===== config.mk =====
export PLATFORM = sky130hd
export DESIGN_NAME = temperature_to_rgb565_palette_core
export DESIGN_NICKNAME = d
export VERILOG_FILES = /design/src/hdl/trp_pkg.sv /design/src/hdl/temperature_to_rgb565_palette_core.sv /design/src/hdl/trp_front.sv /design/src/hdl/trp_queue.sv /design/src/hdl/trp_back.sv
export SDC_FILE = /design/constraint.sdc
export NUM_CORES = 2
export LEC_CHECK = 0
export BUFFER_PORTS_ARGS = -buffer_cell sky130_fd_sc_hd__buf_2
export CAP_MARGIN = 30
export CORE_MARGIN = 5
export CORE_UTILIZATION = 64
export DETAILED_ROUTE_END_ITERATION = 16
export PLACE_DENSITY_LB_ADDON = 0.05
export SETUP_SLACK_MARGIN = 0.05
export SKIP_LAST_GASP = 1
export SYNTH_ARGS = -nofsm -noshare
export SYNTH_HDL_FRONTEND = slang
export SYNTH_SLANG_ARGS = --single-unit

===== constraint.sdc =====
create_clock -name clk -period 48.1 [get_ports clk]
set_input_delay 9.62 -clock clk [delete_from_list [all_inputs] [get_ports clk]]
set_output_delay 9.62 -clock clk [all_outputs]
set_load 0.05 [all_outputs]

===== src/hdl/trp_pkg.sv =====
// ----------------------------------------------------------------------------
// trp_pkg
// Shared widths, codes and the job record passed from the front end to the
// color back end of the thermal palette core.
// ----------------------------------------------------------------------------
`default_nettype none

package trp_pkg;

  // sample and window width, two's complement
  localparam int TEMP_W  = 16;
  // unsigned window span and clamped offset into it
  localparam int RANGE_W = TEMP_W;
  // normalized fraction, 0..65536 where 65536 is one
  localparam int FRAC_W  = 17;
  // rainbow / magma palette index
  localparam int IDX_W   = 8;
  // 255 * diff
  localparam int XD_W    = RANGE_W + IDX_W;
  // squared inverted fraction, up to 2^32
  localparam int SQ_W    = 2 * FRAC_W - 1;
  // packed rgb565 pixel
  localparam int PIX_W   = 16;

  localparam logic [FRAC_W-1:0] ONE_FIX  = FRAC_W'(65536);
  localparam logic [FRAC_W-1:0] HALF_FIX = FRAC_W'(32768);

  localparam int QUEUE_DEPTH = 4;
  localparam int QPTR_W      = $clog2(QUEUE_DEPTH);

  localparam int PAL_W      = 3;
  localparam int CFG_ADDR_W = 2;
  localparam int CFG_DATA_W = TEMP_W;

  // configuration register indexes
  localparam logic [CFG_ADDR_W-1:0] CFG_PALETTE     = 2'd0;
  localparam logic [CFG_ADDR_W-1:0] CFG_WINDOW_LOW  = 2'd1;
  localparam logic [CFG_ADDR_W-1:0] CFG_WINDOW_HIGH = 2'd2;

  // palette codes
  localparam logic [PAL_W-1:0] PAL_HEAT      = 3'd0;
  localparam logic [PAL_W-1:0] PAL_GRAY      = 3'd1;
  localparam logic [PAL_W-1:0] PAL_INV_GRAY  = 3'd2;
  localparam logic [PAL_W-1:0] PAL_INV_SQ    = 3'd3;
  localparam logic [PAL_W-1:0] PAL_RAINBOW   = 3'd4;
  localparam logic [PAL_W-1:0] PAL_MAGMA     = 3'd5;

  localparam logic [PAL_W-1:0]   PALETTE_RST = PAL_HEAT;
  localparam logic [TEMP_W-1:0]  WIN_LOW_RST  = TEMP_W'(320);
  localparam logic [TEMP_W-1:0]  WIN_HIGH_RST = TEMP_W'(640);

  // one classified sample on its way to the divider
  typedef struct packed {
    logic [PAL_W-1:0]   palette;
    logic [RANGE_W-1:0] range;
    logic [RANGE_W-1:0] diff;
    logic [XD_W-1:0]    xd;
  } job_t;

endpackage

`default_nettype wire


===== src/hdl/temperature_to_rgb565_palette_core.sv =====
// ----------------------------------------------------------------------------
// temperature_to_rgb565_palette_core
// Thermal color map: clamps a temperature sample to a window, normalizes it
// and returns one RGB565 pixel from one of six palettes.
// ----------------------------------------------------------------------------
// channel   direction  beat contents
// s_*       in         tdata[15:0] temperature, signed, 1/16 degree
// m_*       out        tdata[15:0] pixel, r 15..11, g 10..5, b 4..0
// cfg_*     in         addr 0 palette, 1 window_low, 2 window_high
//
// one pixel per cycle sustained while m_tready stays high; registers from
// input beat to output beat: front register, queue slot, 17 divider stages
// (one quotient bit each), square stage and output register.
// rst is synchronous and clears all valid flags and loads register defaults.
// a stalled output freezes the back end; the 4-entry queue keeps s_tready
// high until it fills.
// ----------------------------------------------------------------------------
`default_nettype none

module temperature_to_rgb565_palette_core (
  input  wire logic                            clk,
  input  wire logic                            rst,
  input  wire logic                            s_tvalid,
  output logic                                 s_tready,
  input  wire logic [trp_pkg::TEMP_W-1:0]      s_tdata,   // [15:0] temperature
  output logic                                 m_tvalid,
  input  wire logic                            m_tready,
  output logic [trp_pkg::PIX_W-1:0]            m_tdata,   // [15:0] pixel
  input  wire logic                            cfg_valid,
  output logic                                 cfg_ready,
  input  wire logic [trp_pkg::CFG_ADDR_W-1:0]  cfg_addr,
  input  wire logic [trp_pkg::CFG_DATA_W-1:0]  cfg_data
);

  logic          f_valid, f_ready;
  trp_pkg::job_t f_job;
  logic          q_valid, q_ready;
  trp_pkg::job_t q_job;

  trp_front u_front (
    .clk       (clk),
    .rst       (rst),
    .cfg_valid (cfg_valid),
    .cfg_ready (cfg_ready),
    .cfg_addr  (cfg_addr),
    .cfg_data  (cfg_data),
    .s_tvalid  (s_tvalid),
    .s_tready  (s_tready),
    .s_tdata   (s_tdata),
    .job_valid (f_valid),
    .job_ready (f_ready),
    .job       (f_job)
  );

  trp_queue u_queue (
    .clk       (clk),
    .rst       (rst),
    .in_valid  (f_valid),
    .in_ready  (f_ready),
    .in_job    (f_job),
    .out_valid (q_valid),
    .out_ready (q_ready),
    .out_job   (q_job)
  );

  trp_back u_back (
    .clk      (clk),
    .rst      (rst),
    .q_valid  (q_valid),
    .q_ready  (q_ready),
    .q_job    (q_job),
    .m_tvalid (m_tvalid),
    .m_tready (m_tready),
    .m_tdata  (m_tdata)
  );

endmodule

`default_nettype wire


===== src/hdl/trp_front.sv =====
// ----------------------------------------------------------------------------
// trp_front
// Holds the configuration registers, clamps each sample to the window and
// forms the window span and offset for the divider.
// ----------------------------------------------------------------------------
`default_nettype none

module trp_front (
  input  wire logic                             clk,
  input  wire logic                             rst,
  input  wire logic                             cfg_valid,
  output logic                                  cfg_ready,
  input  wire logic [trp_pkg::CFG_ADDR_W-1:0]   cfg_addr,
  input  wire logic [trp_pkg::CFG_DATA_W-1:0]   cfg_data,
  input  wire logic                             s_tvalid,
  output logic                                  s_tready,
  input  wire logic [trp_pkg::TEMP_W-1:0]       s_tdata,
  output logic                                  job_valid,
  input  wire logic                             job_ready,
  output trp_pkg::job_t                         job
);

  logic [trp_pkg::PAL_W-1:0]  palette;
  logic [trp_pkg::TEMP_W-1:0] win_low;
  logic [trp_pkg::TEMP_W-1:0] win_high;

  logic signed [trp_pkg::TEMP_W-1:0] lo_s, hi_s, t_s, tc_a, tc_b;
  logic                              empty;
  logic [trp_pkg::TEMP_W:0]          diff_w, range_w;
  logic [trp_pkg::RANGE_W-1:0]       diff_c, range_c;
  trp_pkg::job_t                     job_next;

  assign cfg_ready = 1'b1;
  assign s_tready  = !job_valid || job_ready;

  always_comb begin
    lo_s  = $signed(win_low);
    hi_s  = $signed(win_high);
    t_s   = $signed(s_tdata);
    tc_a  = (t_s < lo_s) ? lo_s : t_s;
    tc_b  = (tc_a > hi_s) ? hi_s : tc_a;
    empty = !(hi_s > lo_s);
    diff_w  = {tc_b[trp_pkg::TEMP_W-1], tc_b} - {lo_s[trp_pkg::TEMP_W-1], lo_s};
    range_w = {hi_s[trp_pkg::TEMP_W-1], hi_s} - {lo_s[trp_pkg::TEMP_W-1], lo_s};
    // an empty window divides zero by one, so both fraction and index are zero
    diff_c  = empty ? '0 : diff_w[trp_pkg::RANGE_W-1:0];
    range_c = empty ? trp_pkg::RANGE_W'(1) : range_w[trp_pkg::RANGE_W-1:0];
    job_next.palette = palette;
    job_next.range   = range_c;
    job_next.diff    = diff_c;
    job_next.xd      = {diff_c, trp_pkg::IDX_W'(0)} - {trp_pkg::IDX_W'(0), diff_c};
  end

  always_ff @(posedge clk) begin
    if (rst) begin
      palette   <= trp_pkg::PALETTE_RST;
      win_low   <= trp_pkg::WIN_LOW_RST;
      win_high  <= trp_pkg::WIN_HIGH_RST;
      job_valid <= 1'b0;
    end else begin
      if (cfg_valid && cfg_ready) begin
        case (cfg_addr)
          trp_pkg::CFG_PALETTE:     palette  <= cfg_data[trp_pkg::PAL_W-1:0];
          trp_pkg::CFG_WINDOW_LOW:  win_low  <= cfg_data[trp_pkg::TEMP_W-1:0];
          trp_pkg::CFG_WINDOW_HIGH: win_high <= cfg_data[trp_pkg::TEMP_W-1:0];
          default: ;
        endcase
      end
      if (s_tready) begin
        job_valid <= s_tvalid;
      end
    end
  end

  always_ff @(posedge clk) begin
    if (s_tvalid && s_tready) begin
      job <= job_next;
    end
  end

endmodule

`default_nettype wire


===== src/hdl/trp_queue.sv =====
// ----------------------------------------------------------------------------
// trp_queue
// Short job queue that lets the front end and the color back end stall
// independently.
// ----------------------------------------------------------------------------
`default_nettype none

module trp_queue (
  input  wire logic  clk,
  input  wire logic  rst,
  input  wire logic  in_valid,
  output logic       in_ready,
  input  wire trp_pkg::job_t in_job,
  output logic       out_valid,
  input  wire logic  out_ready,
  output trp_pkg::job_t out_job
);

  trp_pkg::job_t               mem [trp_pkg::QUEUE_DEPTH];
  logic [trp_pkg::QPTR_W-1:0]  wr_ptr;
  logic [trp_pkg::QPTR_W-1:0]  rd_ptr;
  logic [trp_pkg::QPTR_W:0]    count;
  logic                        push, pop;

  assign in_ready  = count != (trp_pkg::QPTR_W + 1)'(trp_pkg::QUEUE_DEPTH);
  assign out_valid = count != '0;
  assign out_job   = mem[rd_ptr];
  assign push      = in_valid && in_ready;
  assign pop       = out_valid && out_ready;

  always_ff @(posedge clk) begin
    if (rst) begin
      wr_ptr <= '0;
      rd_ptr <= '0;
      count  <= '0;
    end else begin
      if (push) begin
        wr_ptr <= wr_ptr + 1'b1;
      end
      if (pop) begin
        rd_ptr <= rd_ptr + 1'b1;
      end
      if (push && !pop) begin
        count <= count + 1'b1;
      end else if (pop && !push) begin
        count <= count - 1'b1;
      end
    end
  end

  always_ff @(posedge clk) begin
    if (push) begin
      mem[wr_ptr] <= in_job;
    end
  end

  a_count_bound: assert property (@(posedge clk) disable iff (rst)
    count <= (trp_pkg::QPTR_W + 1)'(trp_pkg::QUEUE_DEPTH))
    else $error("queue count above depth");

  a_count_up: assert property (@(posedge clk) disable iff (rst)
    push && !pop |=> count == $past(count) + 1'b1)
    else $error("queue count missed a push");

  a_count_down: assert property (@(posedge clk) disable iff (rst)
    pop && !push |=> count == $past(count) - 1'b1)
    else $error("queue count missed a pop");

endmodule

`default_nettype wire


===== src/hdl/trp_back.sv =====
// ----------------------------------------------------------------------------
// trp_back
// Pipelined restoring divider for the fraction and the palette index, one
// quotient bit per stage, followed by the squaring stage, the palette lookup
// and the output beat register.
// ----------------------------------------------------------------------------
`default_nettype none

module trp_back (
  input  wire logic                        clk,
  input  wire logic                        rst,
  input  wire logic                        q_valid,
  output logic                             q_ready,
  input  wire trp_pkg::job_t               q_job,
  output logic                             m_tvalid,
  input  wire logic                        m_tready,
  output logic [trp_pkg::PIX_W-1:0]        m_tdata
);

  localparam int NSTEP = trp_pkg::FRAC_W;

  typedef struct packed {
    logic                           v;
    logic [trp_pkg::PAL_W-1:0]      pal;
    logic [trp_pkg::RANGE_W-1:0]    range;
    logic [trp_pkg::RANGE_W-1:0]    rem_n;
    logic [trp_pkg::FRAC_W-1:0]     q_n;
    logic [trp_pkg::RANGE_W-1:0]    rem_x;
    logic [trp_pkg::IDX_W-1:0]      xlo;
    logic [trp_pkg::IDX_W-1:0]      q_x;
  } stage_t;

  typedef struct packed {
    logic                           v;
    logic [trp_pkg::PAL_W-1:0]      pal;
    logic [trp_pkg::FRAC_W-1:0]     n;
    logic [trp_pkg::IDX_W-1:0]      x;
    logic [trp_pkg::SQ_W-1:0]       sq;
  } post_t;

  stage_t st      [NSTEP];
  stage_t st_next [NSTEP];
  post_t  post, post_next;
  logic   adv;
  logic [trp_pkg::PIX_W-1:0] pix;

  // floor(v*31/65536) and floor(v*63/65536)
  function automatic logic [4:0] hi31(input logic [trp_pkg::FRAC_W-1:0] v);
    logic [trp_pkg::FRAC_W+4:0] p;
    p = {v, 5'b0} - {5'b0, v};
    return p[20:16];
  endfunction

  function automatic logic [5:0] hi63(input logic [trp_pkg::FRAC_W-1:0] v);
    logic [trp_pkg::FRAC_W+5:0] p;
    p = {v, 6'b0} - {6'b0, v};
    return p[21:16];
  endfunction

  function automatic logic [trp_pkg::PIX_W-1:0] pack565(input logic [4:0] r,
                                                        input logic [5:0] g,
                                                        input logic [4:0] b);
    return {r, g, b};
  endfunction

  // whole pipeline moves when the output slot is free or being taken
  assign adv     = !m_tvalid || m_tready;
  assign q_ready = adv;

  always_comb begin
    stage_t                   cur;
    logic                     nb, xb;
    logic [trp_pkg::RANGE_W:0] r2, rx;
    for (int k = 0; k < NSTEP; k++) begin
      if (k == 0) begin
        cur.v     = q_valid;
        cur.pal   = q_job.palette;
        cur.range = q_job.range;
        cur.rem_n = {1'b0, q_job.diff[trp_pkg::RANGE_W-1:1]};
        cur.q_n   = '0;
        cur.rem_x = q_job.xd[trp_pkg::XD_W-1:trp_pkg::IDX_W];
        cur.xlo   = q_job.xd[trp_pkg::IDX_W-1:0];
        cur.q_x   = '0;
        nb        = q_job.diff[0];
      end else begin
        cur = st[k-1];
        nb  = 1'b0;
      end
      r2 = {cur.rem_n, nb};
      if (r2 >= {1'b0, cur.range}) begin
        cur.rem_n = trp_pkg::RANGE_W'(r2 - {1'b0, cur.range});
        cur.q_n   = {cur.q_n[trp_pkg::FRAC_W-2:0], 1'b1};
      end else begin
        cur.rem_n = r2[trp_pkg::RANGE_W-1:0];
        cur.q_n   = {cur.q_n[trp_pkg::FRAC_W-2:0], 1'b0};
      end
      // index quotient takes only the first eight stages
      if (k < trp_pkg::IDX_W) begin
        xb      = cur.xlo[trp_pkg::IDX_W-1];
        cur.xlo = {cur.xlo[trp_pkg::IDX_W-2:0], 1'b0};
        rx      = {cur.rem_x, xb};
        if (rx >= {1'b0, cur.range}) begin
          cur.rem_x = trp_pkg::RANGE_W'(rx - {1'b0, cur.range});
          cur.q_x   = {cur.q_x[trp_pkg::IDX_W-2:0], 1'b1};
        end else begin
          cur.rem_x = rx[trp_pkg::RANGE_W-1:0];
          cur.q_x   = {cur.q_x[trp_pkg::IDX_W-2:0], 1'b0};
        end
      end
      st_next[k] = cur;
    end
  end

  always_comb begin
    logic [trp_pkg::FRAC_W-1:0]   inv;
    logic [2*trp_pkg::FRAC_W-1:0] prod;
    inv            = trp_pkg::ONE_FIX - st[NSTEP-1].q_n;
    prod           = (2*trp_pkg::FRAC_W)'(inv) * (2*trp_pkg::FRAC_W)'(inv);
    post_next.v    = st[NSTEP-1].v;
    post_next.pal  = st[NSTEP-1].pal;
    post_next.n    = st[NSTEP-1].q_n;
    post_next.x    = st[NSTEP-1].q_x;
    post_next.sq   = prod[trp_pkg::SQ_W-1:0];
  end

  always_comb begin
    logic [trp_pkg::FRAC_W-1:0] tt, inv;
    logic [trp_pkg::SQ_W+4:0]   s31;
    logic [trp_pkg::SQ_W+5:0]   s63;
    logic [5:0]                 xs;
    inv = trp_pkg::ONE_FIX - post.n;
    s31 = {post.sq, 5'b0} - {5'b0, post.sq};
    s63 = {post.sq, 6'b0} - {6'b0, post.sq};
    xs  = post.x[5:0];
    tt  = '0;
    case (post.pal)
      trp_pkg::PAL_HEAT: begin
        if (post.n < trp_pkg::HALF_FIX) begin
          tt  = {post.n[trp_pkg::FRAC_W-2:0], 1'b0};
          pix = pack565(5'd0, hi63(tt), hi31(trp_pkg::ONE_FIX - tt));
        end else begin
          tt  = trp_pkg::FRAC_W'((post.n - trp_pkg::HALF_FIX) << 1);
          pix = pack565(hi31(tt), hi63(trp_pkg::ONE_FIX - tt), 5'd0);
        end
      end
      trp_pkg::PAL_GRAY: begin
        pix = pack565(hi31(post.n), hi63(post.n), hi31(post.n));
      end
      trp_pkg::PAL_INV_GRAY: begin
        pix = pack565(hi31(inv), hi63(inv), hi31(inv));
      end
      trp_pkg::PAL_INV_SQ: begin
        pix = pack565(s31[36:32], s63[37:32], s31[36:32]);
      end
      trp_pkg::PAL_RAINBOW: begin
        case (post.x[7:6])
          2'd0:    pix = pack565(5'd0, xs, 5'd31);
          2'd1:    pix = pack565(5'd0, 6'd63, 5'd31 - xs[5:1]);
          2'd2:    pix = pack565(xs[5:1], 6'd63, 5'd0);
          default: pix = pack565(5'd31, 6'd63 - xs, 5'd0);
        endcase
      end
      trp_pkg::PAL_MAGMA: begin
        case (post.x[7:6])
          2'd0:    pix = pack565({2'b0, xs[5:3]}, 6'd0, {1'b0, xs[5:2]});
          2'd1:    pix = pack565(5'd8 + {1'b0, xs[5:2]}, 6'd0, 5'd16 - {2'b0, xs[5:3]});
          2'd2:    pix = pack565(5'd24 + {3'b0, xs[5:4]}, {1'b0, xs[5:1]}, 5'd0);
          default: pix = pack565(5'd31, 6'd30 + {2'b0, xs[5:2]}, {3'b0, xs[5:4]});
        endcase
      end
      default: begin
        pix = '0;
      end
    endcase
  end

  always_ff @(posedge clk) begin
    if (rst) begin
      for (int k = 0; k < NSTEP; k++) begin
        st[k].v <= 1'b0;
      end
      post.v   <= 1'b0;
      m_tvalid <= 1'b0;
    end else if (adv) begin
      for (int k = 0; k < NSTEP; k++) begin
        st[k] <= st_next[k];
      end
      post     <= post_next;
      m_tvalid <= post.v;
    end
  end

  always_ff @(posedge clk) begin
    if (adv) begin
      m_tdata <= pix;
    end
  end

  a_bubble_in: assert property (@(posedge clk) disable iff (rst)
    adv && !q_valid |=> !st[0].v)
    else $error("divider stage filled without a job");

  a_frac_bound: assert property (@(posedge clk) disable iff (rst)
    post.v |-> post.n <= trp_pkg::ONE_FIX)
    else $error("fraction above one");

  a_drain: assert property (@(posedge clk) disable iff (rst)
    adv && st[NSTEP-1].v |=> post.v)
    else $error("job lost leaving the divider");

endmodule

`default_nettype wire

==> impl_results.md <==
- Effective utilization at floorplan: 0.646
- Chip width: 377 µm
- Count of distinct cell types in the synthesized netlist: 100
- Setup slack of the critical path after layout: approximately 30 ns
- Number of flops mapped to enable cells by yosys: 1,346
- Shortest clock period the worst path allows after layout: between 15 and 20 ns
- Worst-path clk slew: approximately 0.060 ns
- Antenna diode count: 0
- Synthesis-to-finish area growth: 7.98%
- Largest net degree at the start of global routing: about 210
- Number of hold-repair buffers added at the cts stage: 0
- Most frequently used flop master after synthesis: edfxtp_1
- Delay of the slowest cell on the worst path: 0.75 ns
- Data required time at the worst endpoint: 48.63 ns
- Critical path data arrival time: roughly 18 ns
- Wire length of the first global-routing pass: roughly 300,000 µm
- Top cell type's share of synthesized area: 0.468
- TritonCTS buffer count: 150
- Worst supply voltage drop on vdd: 0.178 mV
- Hold violation total from the final report: 0
- H-Tree Level Count: 4
- Max Slew Vio Count: 0
- Sequential Power Share: 0.285
- CTS tree: built
- Global routing usage summed across all routing layers: 0.268
- Most frequent standard cell in the layout excluding fill and tap cells: edfxtp_1
- Kind of end point of the critical path: register
- Number of vias after detailed routing: approximately 58,000
- Hold crit path type: register to register
- Net total in the final layout: slightly below 9,000
- Drt wl/cell: roughly 20 µm
- Max-Cap Viols: 0
- RD Place Congestion: ~0.92
- Number of core rows: between 100 and 150
- Mapped Area: 0.0864 mm²
- Switch Pwr: about 2.6 mW
- Die ar.: around 0.14 mm²
- Floorplan Core Area: ~0.13 mm²
- Internal power: ~3.8 mW
- Detailed Routing Iterations Pass 1: 6
- Portion of total power attributed to the clock network: 0.170
- Average vias per placed instance: 5.92
- Remaining routing DRC violations: 0
- Skew-Pair Late Insertion Delay: just under 0.8 ns
- Total wire length after detailed routing: between 150,000 and 200,000 µm
- Area contributors post-synth: edfxtp_1 (47%), ha_1 (10%), fa_1 (5.1%)
- Setup Slack @ Placement: 29.62 ns
- Final period utilization: 0.368
- Number of standard cells after synthesis: between 7,000 and 8,000
- Number of clock sinks: around 1,400
- Sum of buffers and inverters on the critical path: 3
- Cell at the root of the clock tree: clkbuf_16
- Worst Path Max Fanout: 26
- First-iteration detailed-routing DRC count: around 4,500
- Status: completed
- Kind of launch point of the worst setup path: primary input
- Critical path class: primary input to register
- I/O Pins: just under 60
- Initial antenna violation count: 1
- Number of nets produced by synthesis: just under 9,000
- RSZ-0062 raised after global routing: false
- Worst-margin pin slew: around 1 ns
- Setup TNS Final: 0 ns
- Worst path slowest cell: a21boi_1
- Bufs on Longest Clock Path: 3
- Proportion of layout cells with a drive suffix above 1: 0.0628
- Proportion of synthesized flip-flops having asynchronous set or reset: 0
- Worst Skew: 0.0240 ns
- Maximum clock frequency: ~0.056 GHz
- Slew Limit Headroom: 0.331
- Yosys Warn Count: 0
- Logic pwr share: 0.545
- Sum of net half-perimeters after detailed placement: approximately 140,000 µm
- Number of synthesized register bits: about 1,400
- Setup Fix Bufs, Post-CTS: 0
- Syn Area/Cell: 11.0 µm²
- Antenna Nets Post-Route: 0
- Buffers on Ports: between 50 and 60
- Number of setup violations in the final report: 0
- CP top delay family: compound AO/OA/AOI/OAI gates
- Final core utilization: 0.697
- Post-cts repair resize count: 0
- GRT overflow: 0
- Leak Pwr: between 30 and 40 nW
- Switching part of the total power: 0.405
- Cell taking the most area after synthesis: edfxtp_1
- Commonest cells after routing, fill and taps aside: edfxtp_1 (1,346), nor2_1 (901), inv_1 (791)
- Areal power density over the cells: between 60 and 70 mW/mm²
- Overall die height: 377 µm
- Via count of the first global-routing pass: roughly 57,000
- Sequential cell area fraction in the yosys report: 0.479
-- cells by family after synthesis --
group | share of synthesized area
mux | 0.0402
simple gates | 0.135
flops | 0.479
xor+xnor | 0.0389
fa+ha+maj | 0.150
other cells | 0.0000434
buf+inv | 0.0455
compound gates | 0.111
-- flip-flops by register name, summed over array words and instances, names as in the netlist, named ones only --
name / count
u_back.m_tdata: 16
u_back.m_tvalid: 1
u_back.post: 60
u_back.st: 981
u_front.hi_s: 16
u_front.job: 58
u_front.job_valid: 1
u_front.lo_s: 16
u_front.palette: 3
u_queue.count: 3
u_queue.mem: 232
u_queue.rd_ptr: 2
u_queue.wr_ptr: 2
-- synth_stat cells, types with 45 or more instances --
master and count:
or3_1 56, a211oi_1 89, inv_1 792, a21oi_1 402
o21ai_0 232, nand4_1 80, nor2b_1 88, a21o_1 190
o21a_1 61, nand3_1 126, xor2_1 113, nand2b_1 76
and2_1 371, dfxtp_1 47, mux2i_1 193, nand2_1 454
fa_1 219, xnor2_1 267, nor2_1 901, clkbuf_1 193
mux4_2 58, edfxtp_1 1346, nor3_1 107, ha_1 688
a31oi_1 45
-- worst register-to-register path: cells and delay by family (launching register included) --
kind	cells	cell delay [ns]
buffers and inverters	7	1.17
AND/OR/NAND/NOR	4	1.25
adder cells (fa/ha/maj)	8	3.71
XOR/XNOR	2	0.64
flip-flops	1	0.68
AO/OA/AOI/OAI	9	1.88
-- worst paths after layout --
kind | from | end | slack, ns | cells past startpoint
setup / recovery | s_tdata[2] | u_front.job[22]$_DFFE_PP_ | 30.40 | 37
hold / removal | u_back.st[2][3]$_DFFE_PP_ | u_back.post[36]$_DFFE_PP_ | 0.42 | 0
setup reg to reg | u_back.st[2][32]$_DFFE_PP_ | u_back.post[30]$_DFFE_PP_ | 38.53 | 30
hold reg to reg | u_back.st[2][3]$_DFFE_PP_ | u_back.post[36]$_DFFE_PP_ | 0.42 | 0
-- per-layer routing --
layer / track usage / routed length (µm)
met4: 0.0836 / 5870
met3: 0.0431 / 10500
met5: 0 / 13
met2: 0.454 / 92500
met1: 0.358 / 82200
-- stage by stage --
step / std cells / hold slack [ns] / instance area [µm²] / total power [mW]
3_3_place_gp: 9510 / 0.405 / 88500 / 5.20
5_1_grt: 9790 / 0.426 / 93300 / 6.91
4_1_cts: 9787 / 0.419 / 93200 / 6.40
3_5_place_dp: 9516 / 0.405 / 88600 / 5.28
6_report: 9790 / 0.420 / 93300 / 6.39
2_1_floorplan: 7859 / 0.400 / 86400 / 4.54
-- power groups by stage --
| stage | Clock, mW | Combinational, mW | Sequential [mW] |
|---|---|---|---|
| 2_1_floorplan | 0 | 2.70 | 1.84 |
| 3_3_place_gp | 0 | 3.37 | 1.84 |
| 3_5_place_dp | 0 | 3.44 | 1.84 |
| 4_1_cts | 1.11 | 3.47 | 1.82 |
| 5_1_grt | 1.16 | 3.91 | 1.84 |
| 6_report | 1.08 | 3.48 | 1.82 |
-- layout make-up --
| class | count | area, µm² |
|---|---|---|
| repair buffers | 122 | 953 |
| inverters | 806 | 3030 |
| multi-input cells | 5430 | 41100 |
| fillers | 9749 | 40500 |
| well taps | 1768 | 2210 |
| clock inverters | 92 | 701 |
| clock buffers | 179 | 3880 |
| flip-flops and latches | 1393 | 41400 |
Note: power is estimated with default switching activity, not from simulation.
